$ cat config.mk
export PLATFORM = sky130hd
export DESIGN_NAME = circular_deque
export DESIGN_NICKNAME = d
export VERILOG_FILES = /design/src/sv/cdq_pkg.sv /design/src/sv/circular_deque.sv /design/src/sv/cdq_ram.sv /design/src/sv/cdq_ctrl.sv
export SDC_FILE = /design/constraint.sdc
export NUM_CORES = 1
export LEC_CHECK = 0
export ABC_AREA = 1
export BUFFER_PORTS_ARGS = -buffer_cell sky130_fd_sc_hd__buf_2
export CORE_MARGIN = 2
export CORE_UTILIZATION = 30
export CTS_BUF_LIST = sky130_fd_sc_hd__clkbuf_8
export DETAILED_ROUTE_END_ITERATION = 7
export HOLD_SLACK_MARGIN = 0.05
export PLACE_DENSITY = 0.48
export SLEW_MARGIN = 20
export SYNTH_ARGS = -nofsm -noshare
export SYNTH_HDL_FRONTEND = slang
export SYNTH_HIERARCHICAL = 1
export SYNTH_SLANG_ARGS = --single-unit
$ cat constraint.sdc
create_clock -name clock -period 3.9 [get_ports clock]
set_input_delay 0.195 -clock clock [delete_from_list [all_inputs] [get_ports clock]]
set_output_delay 0.195 -clock clock [all_outputs]
set_load 0.1 [all_outputs]
$ cat src/sv/cdq_pkg.sv
// cdq_pkg: types and codes shared by the circular deque modules.
// No dependencies.
package cdq_pkg;

   localparam int unsigned ValueWidth = 32;
   localparam int unsigned SlotWidth  = 4;
   localparam int unsigned FillWidth  = 5;
   localparam int unsigned PeekWidth  = 4;

   typedef enum logic [2:0] {
      CMD_PUSH_BACK  = 3'd0,
      CMD_PUSH_FRONT = 3'd1,
      CMD_POP_BACK   = 3'd2,
      CMD_POP_FRONT  = 3'd3,
      CMD_PEEK       = 3'd4
   } cmd_type;

   typedef enum logic [1:0] {
      ST_OK        = 2'd0,
      ST_FULL      = 2'd1,
      ST_EMPTY     = 2'd2,
      ST_OUT_RANGE = 2'd3
   } status_type;

   typedef struct packed {
      logic [2:0]                   cmd;
      logic signed [ValueWidth-1:0] push_value;
      logic [PeekWidth-1:0]         peek_index;
   } req_type;

   typedef struct packed {
      logic [1:0]                   status;
      logic signed [ValueWidth-1:0] read_value;
      logic [SlotWidth-1:0]         slot;
      logic [FillWidth-1:0]         fill_count;
      logic                         is_empty;
      logic                         is_full;
   } rsp_type;

   // per-transaction result info, minus the data that comes back from the RAM
   typedef struct packed {
      status_type           status;
      logic                 is_read;
      logic [SlotWidth-1:0] slot;
      logic [FillWidth-1:0] fill_count;
      logic                 is_empty;
      logic                 is_full;
   } info_type;

endpackage

$ cat src/sv/circular_deque.sv
// circular_deque: top level of the ring-buffer deque; ties control, slot RAM
// and the result register together. Depends on cdq_pkg, cdq_ctrl, cdq_ram.
//
//   channel  ports                      direction  payload
//   req      req_valid/req_stall/req_data  in      cdq_pkg::req_type
//   rsp      rsp_valid/rsp_stall/rsp_data  out     cdq_pkg::rsp_type
//
// One transaction per cycle while no result is held by rsp_stall; each result
// appears in the cycle after its acceptance, read data from the slot RAM's registered read port.
// Reset empties the deque at once; slot contents are not cleared.
// While a result is held by rsp_stall, req_stall is raised and nothing is accepted.
module circular_deque #(
   parameter int unsigned CAPACITY = 16
) (
   input  logic             clock,
   input  logic             reset,
   input  logic             req_valid,
   output logic             req_stall,
   input  cdq_pkg::req_type req_data,
   output logic             rsp_valid,
   input  logic             rsp_stall,
   output cdq_pkg::rsp_type rsp_data
);
   import cdq_pkg::*;

   localparam int unsigned AW = $clog2(CAPACITY);
   localparam int unsigned CW = $clog2(CAPACITY + 1);

   logic                         accept;
   logic                         mem_wr_en, mem_rd_en;
   logic [AW-1:0]                mem_addr;
   logic signed [ValueWidth-1:0] mem_wr_data, mem_rd_data;
   info_type                     info;
   info_type                     info_ff;
   logic                         rsp_valid_ff;

   assign req_stall = rsp_valid_ff & rsp_stall;
   assign accept    = req_valid & ~req_stall;

   cdq_ctrl #(
      .CAPACITY(CAPACITY),
      .AW      (AW),
      .CW      (CW)
   ) u_ctrl (
      .clock      (clock),
      .reset      (reset),
      .accept     (accept),
      .req        (req_data),
      .mem_wr_en  (mem_wr_en),
      .mem_rd_en  (mem_rd_en),
      .mem_addr   (mem_addr),
      .mem_wr_data(mem_wr_data),
      .info       (info)
   );

   cdq_ram #(
      .DEPTH(CAPACITY),
      .AW   (AW)
   ) u_ram (
      .clock  (clock),
      .wr_en  (mem_wr_en),
      .rd_en  (mem_rd_en),
      .addr   (mem_addr),
      .wr_data(mem_wr_data),
      .rd_data(mem_rd_data)
   );

   always_ff @(posedge clock) begin
      if (reset) begin
         rsp_valid_ff <= 1'b0;
      end else if (!req_stall) begin
         rsp_valid_ff <= req_valid;
      end
   end

   always_ff @(posedge clock) begin
      if (accept) begin
         info_ff <= info;
      end
   end

   assign rsp_valid           = rsp_valid_ff;
   assign rsp_data.status     = info_ff.status;
   assign rsp_data.read_value = info_ff.is_read ? mem_rd_data : '0;
   assign rsp_data.slot       = info_ff.slot;
   assign rsp_data.fill_count = info_ff.fill_count;
   assign rsp_data.is_empty   = info_ff.is_empty;
   assign rsp_data.is_full    = info_ff.is_full;

endmodule

$ cat src/sv/cdq_ram.sv
// cdq_ram: single-port slot storage, one access per cycle, registered read.
// Depends on cdq_pkg.
module cdq_ram #(
   parameter int unsigned DEPTH = 16,
   parameter int unsigned AW    = 4
) (
   input  logic                                 clock,
   input  logic                                 wr_en,
   input  logic                                 rd_en,
   input  logic [AW-1:0]                        addr,
   input  logic signed [cdq_pkg::ValueWidth-1:0] wr_data,
   output logic signed [cdq_pkg::ValueWidth-1:0] rd_data
);
   import cdq_pkg::*;

   logic signed [ValueWidth-1:0] mem [DEPTH];
   logic signed [ValueWidth-1:0] rd_data_ff;

   always_ff @(posedge clock) begin
      if (wr_en) begin
         mem[addr] <= wr_data;
      end
      if (rd_en) begin
         rd_data_ff <= mem[addr];
      end
   end

   assign rd_data = rd_data_ff;

endmodule

$ cat src/sv/cdq_ctrl.sv
// cdq_ctrl: command decode, head/tail pointers and element count.
// Issues at most one RAM access per accepted transaction. Depends on cdq_pkg.
module cdq_ctrl #(
   parameter int unsigned CAPACITY = 16,
   parameter int unsigned AW       = 4,
   parameter int unsigned CW       = 5
) (
   input  logic                                 clock,
   input  logic                                 reset,
   input  logic                                 accept,
   input  cdq_pkg::req_type                     req,
   output logic                                 mem_wr_en,
   output logic                                 mem_rd_en,
   output logic [AW-1:0]                        mem_addr,
   output logic signed [cdq_pkg::ValueWidth-1:0] mem_wr_data,
   output cdq_pkg::info_type                    info
);
   import cdq_pkg::*;

   localparam int unsigned IW = ((AW > PeekWidth) ? AW : PeekWidth) + 1;
   localparam logic [AW-1:0] LastSlot = AW'(CAPACITY - 1);
   localparam logic [CW-1:0] FullCount = CW'(CAPACITY);
   localparam logic [IW-1:0] CapWide = IW'(CAPACITY);

   logic [AW-1:0] head_ff, head_in;
   logic [AW-1:0] tail_ff, tail_in;
   logic [CW-1:0] count_ff, count_in;

   logic [AW-1:0] head_inc, head_dec, tail_inc, tail_dec;
   logic [IW-1:0] peek_sum, peek_wrap;
   logic [AW-1:0] peek_slot;
   logic          full, empty, peek_bad;
   logic [AW-1:0] addr;
   logic          wr, rd;
   status_type    status;

   assign head_inc = (head_ff == LastSlot) ? '0 : head_ff + AW'(1);
   assign head_dec = (head_ff == '0) ? LastSlot : head_ff - AW'(1);
   assign tail_inc = (tail_ff == LastSlot) ? '0 : tail_ff + AW'(1);
   assign tail_dec = (tail_ff == '0) ? LastSlot : tail_ff - AW'(1);

   assign full  = (count_ff == FullCount);
   assign empty = (count_ff == '0);

   // valid peek index is below count <= CAPACITY, so one subtract wraps it
   assign peek_sum  = IW'(head_ff) + IW'(req.peek_index);
   assign peek_wrap = (peek_sum >= CapWide) ? peek_sum - CapWide : peek_sum;
   assign peek_slot = AW'(peek_wrap);
   assign peek_bad  = (IW'(req.peek_index) >= IW'(count_ff));

   always_comb begin
      head_in  = head_ff;
      tail_in  = tail_ff;
      count_in = count_ff;
      addr     = '0;
      wr       = 1'b0;
      rd       = 1'b0;
      status   = ST_OK;
      unique case (req.cmd)
         CMD_PUSH_BACK: begin
            if (full) begin
               status = ST_FULL;
            end else begin
               addr     = tail_ff;
               wr       = 1'b1;
               tail_in  = tail_inc;
               count_in = count_ff + CW'(1);
            end
         end
         CMD_PUSH_FRONT: begin
            if (full) begin
               status = ST_FULL;
            end else begin
               addr     = head_dec;
               wr       = 1'b1;
               head_in  = head_dec;
               count_in = count_ff + CW'(1);
            end
         end
         CMD_POP_BACK: begin
            if (empty) begin
               status = ST_EMPTY;
            end else begin
               addr     = tail_dec;
               rd       = 1'b1;
               tail_in  = tail_dec;
               count_in = count_ff - CW'(1);
            end
         end
         CMD_POP_FRONT: begin
            if (empty) begin
               status = ST_EMPTY;
            end else begin
               addr     = head_ff;
               rd       = 1'b1;
               head_in  = head_inc;
               count_in = count_ff - CW'(1);
            end
         end
         CMD_PEEK: begin
            if (peek_bad) begin
               status = ST_OUT_RANGE;
            end else begin
               addr = peek_slot;
               rd   = 1'b1;
            end
         end
         default: begin
         end
      endcase
   end

   always_ff @(posedge clock) begin
      if (reset) begin
         head_ff  <= '0;
         tail_ff  <= '0;
         count_ff <= '0;
      end else if (accept) begin
         head_ff  <= head_in;
         tail_ff  <= tail_in;
         count_ff <= count_in;
      end
   end

   assign mem_wr_en   = accept & wr;
   assign mem_rd_en   = accept & rd;
   assign mem_addr    = addr;
   assign mem_wr_data = req.push_value;

   assign info.status     = status;
   assign info.is_read    = rd;
   assign info.slot       = (wr | rd) ? SlotWidth'(addr) : '0;
   assign info.fill_count = FillWidth'(count_in);
   assign info.is_empty   = (count_in == '0);
   assign info.is_full    = (count_in == FullCount);

endmodule
* After elaboration in Yosys (flattened, before gate mapping)
Memories as Yosys holds them, arrays and structs flattened. A register that Yosys moved wholly into a read port is not among the register bits. Index checks and enable logic that the tools add are counted.
Cells by class: $add $sub $neg 8, magnitude comparators 2, equality and inequality tests 12, muxes and demuxes 32, bitwise gates (word level) 6, reduce and logical (&&, ||, !) cells 11
Operators by type and width (number):
- $mux W4 | 14
- $mux W32 | 1
- $pmux W4 S5 | 1
- $pmux W4 S2 | 2
- $sub A4 B1 Y4 const B | 3
- $eq A5 B5 Y1 const B | 2
- $logic_not A5 Y1 | 2
- $mux W5 | 2
- $pmux W5 S2 | 1
- $add A4 B1 Y4 const B | 2
- $eq A4 B4 Y1 const B | 2
- $logic_not A4 Y1 | 2
- $ne A2 B2 Y1 const B | 4
- $reduce_and A4 Y1 | 2
- $mux W1 | 7
- $eq A3 B2 Y1 const B | 2
- $pmux W2 S3 | 1
- $add A4 B4 Y5 | 1
- $add A5 B1 Y5 const B | 1
- $ge A4 B5 Y1 | 1
- $ge A5 B5 Y1 const B | 1
- $sub A5 B1 Y5 const B | 1
- $and A1 B1 Y1 | 4
- $mux W2 | 2
- other kinds (8) | 10
Word-level totals: register bits 28, RAM bits 512, input bits 43, output and inout bits 47, word-level logic and storage cells 82, memories 1
Memory list:
- u_ram.mem | words 16, width 32, read ports 1, clocked after memory_dff 1, wr ports 1, line cdq_ram.sv:16 | logic signed [ValueWidth-1:0] mem [DEPTH];

* Longest topological paths before layout
Gate-level depths: netlist (run 1).
word-level depth 6, depth in mapped cells 21, depth with buffers taken out 18

* Cells and area by module
Netlist (run 1), hierarchy kept.
Modules (own cells, without submodules):
- cdq_ram | times used 1, cells an instance 2113, area each 22534.1 um2, seq. area each 16335.7 um2
- cdq_ctrl | times used 1, cells an instance 288, area each 1850.5 um2, seq. area each 260.2 um2
- circular_deque | times used 1, cells an instance 100, area each 832.0 um2, seq. area each 440.4 um2

* Least setup slack after synthesis (run 1)
No wires, ideal clock.
path kind reg-to-reg, from reg rsp_valid_ff (netlist: rsp_valid), to mem u_ram.mem[3][0], enable pin, setup time 0.421 ns, arrival time 4.249 ns, required time 3.479 ns, setup slack -0.770 ns, stages on the path, launching flop included 9, buffers on the path 1, clock period less this slack 4.670 ns, cell sequence dfxtp_1 -> nand2_1 -> inv_1 -> nor2_1 -> inv_1 -> clkbuf_1 -> nor2_1 -> nand3_1 -> nor2_1
Between the ends: longest elaborated chain between the ends 6
Ends and longest elaborated chain:
- start, declared | line circular_deque.sv:35 | logic rsp_valid_ff;
- start signal, assigned | line circular_deque.sv:72 | rsp_valid_ff <= req_valid;
- $and A1 B1 Y1 | line circular_deque.sv:37 | assign req_stall = rsp_valid_ff & rsp_stall;
- named net req_stall | line circular_deque.sv:18 | output logic req_stall,
- $not A1 Y1 | line circular_deque.sv:38 | assign accept = req_valid & ~req_stall;
- $and A1 B1 Y1 | line circular_deque.sv:38
- named net accept | line circular_deque.sv:29 | logic accept;
- $and A1 B1 Y1 | line cdq_ctrl.sv:125 | assign mem_wr_en = accept & wr;
- named net mem_wr_en | line circular_deque.sv:30 | logic mem_wr_en, mem_rd_en;
- $mux W1 | line cdq_ram.sv:20 | if (wr_en) begin
- $mux W1 (not written as such) | line cdq_ram.sv:21 | mem[addr] <= wr_data;
- end, declared | line cdq_ram.sv:16
The timed path passes the listed nets, and every way through them passes these cells.

* Worst setup path after layout (run 1)
from reg u_ctrl.count_ff[2], to mem u_ram.mem[6][5], enable pin
Between the ends: elaborated cells on any way between the ends 14, those cells by class order compare: 1; eq/ne: 1; mux: 10; bitwise: 1; reduce/logical: 1
RTL lines:
- start, declared | line cdq_ctrl.sv:27 | logic [CW-1:0] count_ff, count_in;
- start signal, assigned | line cdq_ctrl.sv:121 | count_ff <= count_in;
- $ge A4 B5 Y1 (tied with other cells) | line cdq_ctrl.sv:49 | assign peek_bad = (IW'(req.peek_index) >= IW'(count_ff));
- $mux W4, on equally long branches
- $pmux W4 S5 (*) | line cdq_ctrl.sv:59 | unique case (req.cmd)
- named net mem_addr[1] | line circular_deque.sv:31 | logic [AW-1:0] mem_addr;
Mark *: on every way through the listed nets, which the timed path passes. The rest lies on a longest branch.

==> run_results.csv, run 1 <==
group,metric,value,unit
place,port_buffers,89,
worst_setup_path,worst_setup_path_start_kind,"flop",
floorplanning,io_pins,90,
worst_setup_path,cp_cell_sequence,"inv_1 -> ha_1 -> a21o_1 -> a22oi_1 -> nand3_1 -> or2_1 -> nand2_4 -> nand3_1 -> nor2_4 -> buf_4",
logic_synthesis,yosys.area_share.adder,0.7740,%
place,place_area,26760,um^2
worst_setup_path,worstPathMaxFanout,19,
outcome,status,"finished clean",
logic_synthesis,netlist_area,25220,um^2
clock_network,clockBufferDepth,3,
timing,setup-tns-final,0,ns
timing,tightest_slew,0.6409,ns
logic_synthesis,yosysTopAreaCell,"edfxtp_1",
worst_setup_path,worstRegToRegCells,10,
timing,hold_viol,0,
clock_network,cts_buffers,96,
clock_network,cts_tree,"done",
global_routing,grt_pass1_wl,101800,um
logic_synthesis,synth_most_common_cell,"nand2_1",
logic_synthesis,synth_xor_area_share,0.4863,%
timing,finClkSkew,0.03913,ns
flow_run,drv_cap,0,
final_layout,area_growth,14.43,%
logic_synthesis,yosys-top-cells-count,"nand2_1 (1462), edfxtp_1 (558), inv_1 (135)",
global_routing,antenna_found_initial,1,
logic_synthesis,yosysSeqAreaShare,67.56,%
timing,rsz0062_at_grt,"false",
clock_network,clock_latency,0.69,ns
timing,relSlewSlack,57.27,%
worst_setup_path,required,4.24,ns
detailed_routing,drt_wl_total,67420,um
worst_setup_path,startpoint,"u_ctrl/count_ff[2]",
global_routing,grt_start_max_net_pins,116,
logic_synthesis,avgSynthCellArea,10.08,um^2
final_layout,drive_gt1_share,11.24,%
detailed_routing,dr_total_vias,16798,
floorplanning,num_rows,106,
power,ir_worst_vdd,0.2381,mV
timing,worst_hold_slack,0.1563,ns
floorplanning,die_h,293.9,um
worst_setup_path,crit_path_max_incr_delay,0.59,ns
timing,fin_crit,3.513,ns
worst_setup_path,timing.critical_path.depth,10,
final_layout,fillers,8420,
power,power,13.59,mW
worst_setup_path,critPathKind,"flop to flop",
logic_synthesis,synth-async-reset-ratio,0,%
logic_synthesis,synth_compound_area_share,0.9626,%
clock_network,clk_pin_slew,0.06,ns
logic_synthesis,synth-edff-count,558,
floorplanning,initial_utilization,30.23,%
worst_setup_path,path_buf_inv,2,
worst_setup_path,r2r-end,"u_ram/mem[6][5]",
detailed_routing,drc_errors,0,
hold_path,min_path_type,"primary input to flop",
global_routing,grt_overflow_total,0,
place,dp_hpwl,37340,um
clock_network,post_cts_buffers,0,
logic_synthesis,synth_flop_cell,"edfxtp_1",
global_routing,track_usage,15.59,%
worst_setup_path,cp_top_family,"simple AND/OR/NAND/NOR gates",
worst_setup_path,r2r-start,"u_ctrl/count_ff[2]",
logic_synthesis,yosys-top-cells-area,"edfxtp_1 (66%), nand2_1 (22%), inv_1 (2.0%), buf_4 (1.9%), buf_6 (1.2%)",
logic_synthesis,postSynthNetCount,2559,
floorplanning,core_area,83420,um^2
detailed_routing,wl_per_cell,17.81,um
timing,max_freq,0.2847,GHz
floorplanning,die_x,293.9,um
power,power_density,470.9,nW/um^2
floorplanning,die-area,86390,um^2
final_layout,fin_util,34.59,%
logic_synthesis,synthMuxAreaShare,0,%
power,leakagePower,12.35,nW
logic_synthesis,synthDistinctLibCells,36,
timing,setup_viol,0,
worst_setup_path,end_kind,"flop",
worst_setup_path,cp_data_arrival_time,3.85,ns
detailed_routing,ant_nets,0,
global_routing,grt_pass1_vias,16774,
logic_synthesis,ys_ff_latch,572,
logic_synthesis,yosys.area_share.simple,23.81,%
timing,final_max_slew_viol_count,0,
logic_synthesis,synth_top_area_share,66.45,%
detailed_routing,drt-initial-drc-count,1052,
worst_setup_path,cpMostUsedCell,"nand3_1",
clock_network,h-tree-depth,3,
worst_setup_path,critPathCapture,"u_ram/mem[6][5]",
detailed_routing,dr.pass1.iters,5,
worst_setup_path,slowest_stage,"dfxtp_1",
final_layout,final_nets,2690,
place,gp_congestion,0.8487,
logic_synthesis,yosysWarningCount,6,
timing,finalCritPeriodShare,90.08,%
clock_network,post_cts_resized,0,
detailed_routing,vias_per_cell,4.438,
logic_synthesis,synth_cells,2501,
final_layout,design_area,28860,um^2
worst_setup_path,r2r_slack,0.39,ns
clock_network,clk_root_buffer_cell,"clkbuf_8",
clock_network,cts_sinks,572,
logic_synthesis,synth_top_family_by_area,"simple AND/OR/NAND/NOR gates",
worst register-to-register path, cell delays in order, from the launching register on:
cell	delay (ns)
dfxtp_1	0.59
inv_1	0.14
ha_1	0.31
a21o_1	0.19
a22oi_1	0.22
nand3_1	0.26
or2_1	0.32
nand2_4	0.16
nand3_1	0.34
nor2_4	0.21
buf_4	0.40
report_power, final:
part / internal [mW] / switching [mW]
clock: 2.36 / 2.41
combinational: 0.479 / 1.44
sequential: 6.86 / 0.0409
total: 9.70 / 3.89
what timing repair did:
action,4_1_cts,5_1_grt
endpoints found under the setup margin,0,0
hold buffers,40,0
hold endpoints to repair,547,0
placed cells by master (no fill, tap or decap), types with 10 or more instances in the layout:
master and count:
clkinv_1 21, dlygate4sd3_1 40, nand3_1 32, nand2_1 1460, xor2_1 10, dfxtp_1 14
a21oi_1 14, nor2_1 22, ha_1 14, o21ai_0 17, buf_2 89, edfxtp_1 558
buf_4 36, nor2_4 19, buf_12 19, inv_1 170, clkbuf_8 99
cell families (layout without fill, tap and decap cells):
kind of cell | after synthesis | in the layout
compound gates | 46 | 46
xor+xnor | 14 | 14
fa+ha+maj | 15 | 15
buf+inv | 295 | 498
flops | 572 | 572
other cells | 0 | 1
simple gates | 1559 | 1559
flip-flops by register name (all words and copies together), names as in the netlist:
register,cells
rsp_data,13
u_ram/mem,512
u_ram/rd_data,32
u_ctrl/tail_ff,4
rsp_valid,1
u_ctrl/head_ff,4
info_ff,1
u_ctrl/count_ff,5
area by class of cell:
type                    instances  area [um^2]  area share [%]
diodes                          1        2.502        0.008672
clock buffers                  99         1363           4.722
clock inverters                71        330.3           1.145
inverters                     144        548.0           1.899
multi-input cells            1634         6729           23.32
flip-flops and latches        572        17040           59.04
well taps                    1080         1351           4.683
repair buffers                184         1496           5.186
worst min-delay path by stage:
stage,from,endpoint,cells past startpoint
finish,req_data[0],rsp_data[7],4
global route,req_data[0],rsp_data[7],4
CTS,req_data[0],rsp_data[7],4
detailed placement,rsp_valid,rsp_valid,2
global placement,rsp_valid,rsp_valid,2
floorplan,reset,rsp_valid,1
through the flow:
step                setup slack (ns)  std cells
CTS                           0.3197       3784
detailed placement            0.3625       3574
global placement              0.5000       3574
floorplan                   -0.04172       2501
finish                        0.3869       3785
global route                 0.04904       3785
metal layers:
metal	global-route usage, %	vias to the layer above	share of wire (%)
met5	0	-	0
met3	2.349	103	3.9
met1	20.12	8143	45
met2	26.92	304	49
met4	4.816	0	2.0
li1	-	8248	-
Note: power is estimated with default switching activity, not from simulation.
==> run 2: changes to the inputs <==
--- a/config.mk
+++ b/config.mk
@@ -7,6 +7,7 @@
 export LEC_CHECK = 0
 export ABC_AREA = 1
 export BUFFER_PORTS_ARGS = -buffer_cell sky130_fd_sc_hd__buf_2
+export CORE_ASPECT_RATIO = 1.4
 export CORE_MARGIN = 2
 export CORE_UTILIZATION = 30
 export CTS_BUF_LIST = sky130_fd_sc_hd__clkbuf_8
==> run 2 against run 1 <==
Critical endpoint is now u_ram/mem[4][14]. Global-route usage shrank 0.22 points. Clock power fell by 4%. Flip-flop and latch count unchanged. Non-clock buffer count increased by 3. Final cell count fell by 0.21%. Utilization is essentially flat. First-iteration DRC count decreased by 17%. Wire length shrank 1.4%. Largest power group unchanged. Power decreased by 1.2%. Critical path depth rose by 3. Die area about the same.
==> run_results.csv, run 2 (same netlist as run 1, synthesis figures left out) <==
group,metric,value,unit
floorplanning,die-area,86420,um^2
final_layout,largest_reg_flops,512,
final_layout,final_nets,2688,
timing,finalCritPeriodShare,89.97,%
worst_setup_path,cp_top_family,"simple AND/OR/NAND/NOR gates",
global_routing,track_usage,15.37,%
final_layout,final_cell_mix,"nand2_1 (1460), edfxtp_1 (558), inv_1 (166)",
worst_setup_path,critPathKind,"flop to flop",
clock_network,cts_sinks,572,
clock_network,clockBufferDepth,3,
place,dp_slack,0.3911,ns
final_layout,area_growth,14.04,%
clock_network,clk_root_buffer_cell,"clkbuf_8",
worst_setup_path,startpoint,"u_ctrl/count_ff[3]",
power,p_int,9.606,mW
clock_network,clock_latency,0.68,ns
timing,final_max_slew_viol_count,0,
final_layout,final_common_cell,"nand2_1",
worst_setup_path,cp_cell_sequence,"inv_2 -> ha_1 -> inv_1 -> nor2_1 -> nand4_1 -> nand3_1 -> inv_1 -> nand2_1 -> nand2_4 -> inv_6 -> nand3_1 -> nor2_4 -> buf_4",
detailed_routing,wl_per_cell,17.60,um
worst_setup_path,path_buf_inv,5,
detailed_routing,drt-initial-drc-count,870,
detailed_routing,dr.pass1.iters,7,
worst_setup_path,crit_path_max_incr_delay,0.53,ns
worst_setup_path,slowest_stage,"dfxtp_1",
detailed_routing,drt_wl_total,66470,um
timing,fin_crit,3.509,ns
global_routing,grt_overflow_total,0,
timing,finClkSkew,0.02341,ns
final_layout,drive_gt1_share,11.21,%
outcome,status,"finished clean",
place,port_buffers,89,
clock_network,cts_tree,"done",
power,pwr-share-clk,34.3,%
timing,worst_hold_slack,0.1099,ns
hold_path,worstHoldStart,"req_valid",
timing,setup_viol,0,
global_routing,grt_pass1_vias,17121,
floorplanning,num_rows,125,
global_routing,antenna_found_initial,2,
timing,relSlewSlack,52.46,%
power,p_comb_share,14.4,%
detailed_routing,vias_per_cell,4.457,
power,power,13.42,mW
timing,rsz0062_at_grt,"false",
clock_network,post_cts_buffers,0,
final_layout,final_cells,3777,
hold_path,min_path_type,"primary input to flop",
power,power_switching,3.818,mW
timing,hold_viol,0,
global_routing,grt_pass1_wl,101700,um
place,numPlacedInstances,3576,
worst_setup_path,cp_data_arrival_time,3.84,ns
clock_network,h-tree-depth,3,
flow_run,drv_cap,0,
power,leakagePower,12.28,nW
worst_setup_path,r2r-start,"u_ctrl/count_ff[3]",
worst_setup_path,required,4.23,ns
worst_setup_path,worstPathMaxFanout,32,
worst_setup_path,end_kind,"flop",
place,dp_hpwl,37430,um
final_layout,regMostFlops,"u_ram/mem",
floorplanning,core_area,83200,um^2
floorplanning,io_pins,90,
clock_network,clk_pin_slew,0.06,ns
clock_network,ctsHoldBuffers,40,
clock_network,cts_buffers,91,
power,seqPwrFrac,51.3,%
detailed_routing,dr_total_vias,16833,
power,switching_share,28.44,%
timing,tightest_slew,0.7130,ns
clock_network,post_cts_resized,0,
place,gp_congestion,0.8455,
timing,setup-tns-final,0,ns
power,ir_worst_vdd,0.2111,mV
global_routing,grt_start_max_net_pins,112,
timing,max_freq,0.2850,GHz
detailed_routing,ant_nets,0,
worst_setup_path,worst_setup_path_start_kind,"flop",
floorplanning,initial_utilization,30.31,%
floorplanning,die_x,249.0,um
power,power_density,466.8,nW/um^2
timing,fin_ws,0.3911,ns
detailed_routing,drc_errors,0,
floorplanning,die_h,347.0,um
[run 2: changes by cell type in the layout (fill, tap and decap cells not counted), sizes merged]
cell / change
clkinv: -8
clkbuf: -6
buf: +3
clkinvlp: +3
diode: +2
inv: -2
bufinv: +1
[run 2: per-stage QoR]
| stage | area, um^2 | util, % |
|---|---|---|
| after CTS | 28750 | 34.55 |
| after global routing | 28760 | 34.56 |
| after global placement | 26770 | 32.17 |
| after floorplan | 25260 | - |
| after detailed placement | 26770 | 32.17 |
| final | 28760 | 34.56 |
[run 2: area by class of cell]
type | count | area [um^2]
Clock inverter | 65 | 300.3
Antenna cell | 3 | 7.507
Tap cell | 1079 | 1350
Sequential cell | 572 | 17040
Timing Repair Buffer | 187 | 1506
Fill cell | 8451 | 54450
Inverter | 144 | 548.0
Multi-Input combinational cell | 1634 | 6729
Clock buffer | 93 | 1280
[run 2: power groups by stage]
stage | combinational [mW] | clock [mW] | sequential [mW]
final | 1.93 | 4.60 | 6.89
after detailed placement | 1.92 | 0 | 7.02
after CTS | 1.96 | 4.77 | 6.89
after floorplan | 1.45 | 0 | 7.01
after global placement | 1.92 | 0 | 7.02
after global routing | 2.16 | 5.01 | 6.89
[run 2: worst register-to-register path: cells and delay by family, from the launching register on]
kind	cells	cell delay [ns]
adder cells (fa/ha/maj)	1	0.29
AND/OR/NAND/NOR	7	1.35
buffers and inverters	5	0.95
flip-flops	1	0.53
[run 2: path summary, 6_finish.rpt]
path                            slack (ns)  cells past startpoint                 to
worst max-delay path                  0.39                     13   u_ram/mem[4][14]
worst min-delay path                  0.11                      4        rsp_data[2]
worst max register to register        0.39                     13   u_ram/mem[4][14]
worst min register to register        0.52                      2  u_ctrl/tail_ff[0]
[run 2: metal layers]
| metal | vias up | part of all wire (%) | routed length, um | GRT usage, % |
|---|---|---|---|---|
| met3 | 104 | 3.7 | 2477 | 2.361 |
| li1 | 8233 | - | - | - |
| met5 | - | 0 | 0 | 0 |
| met4 | 0 | 2.3 | 1555 | 5.299 |
| met1 | 8161 | 42 | 27990 | 18.31 |
| met2 | 335 | 52 | 34450 | 28.06 |
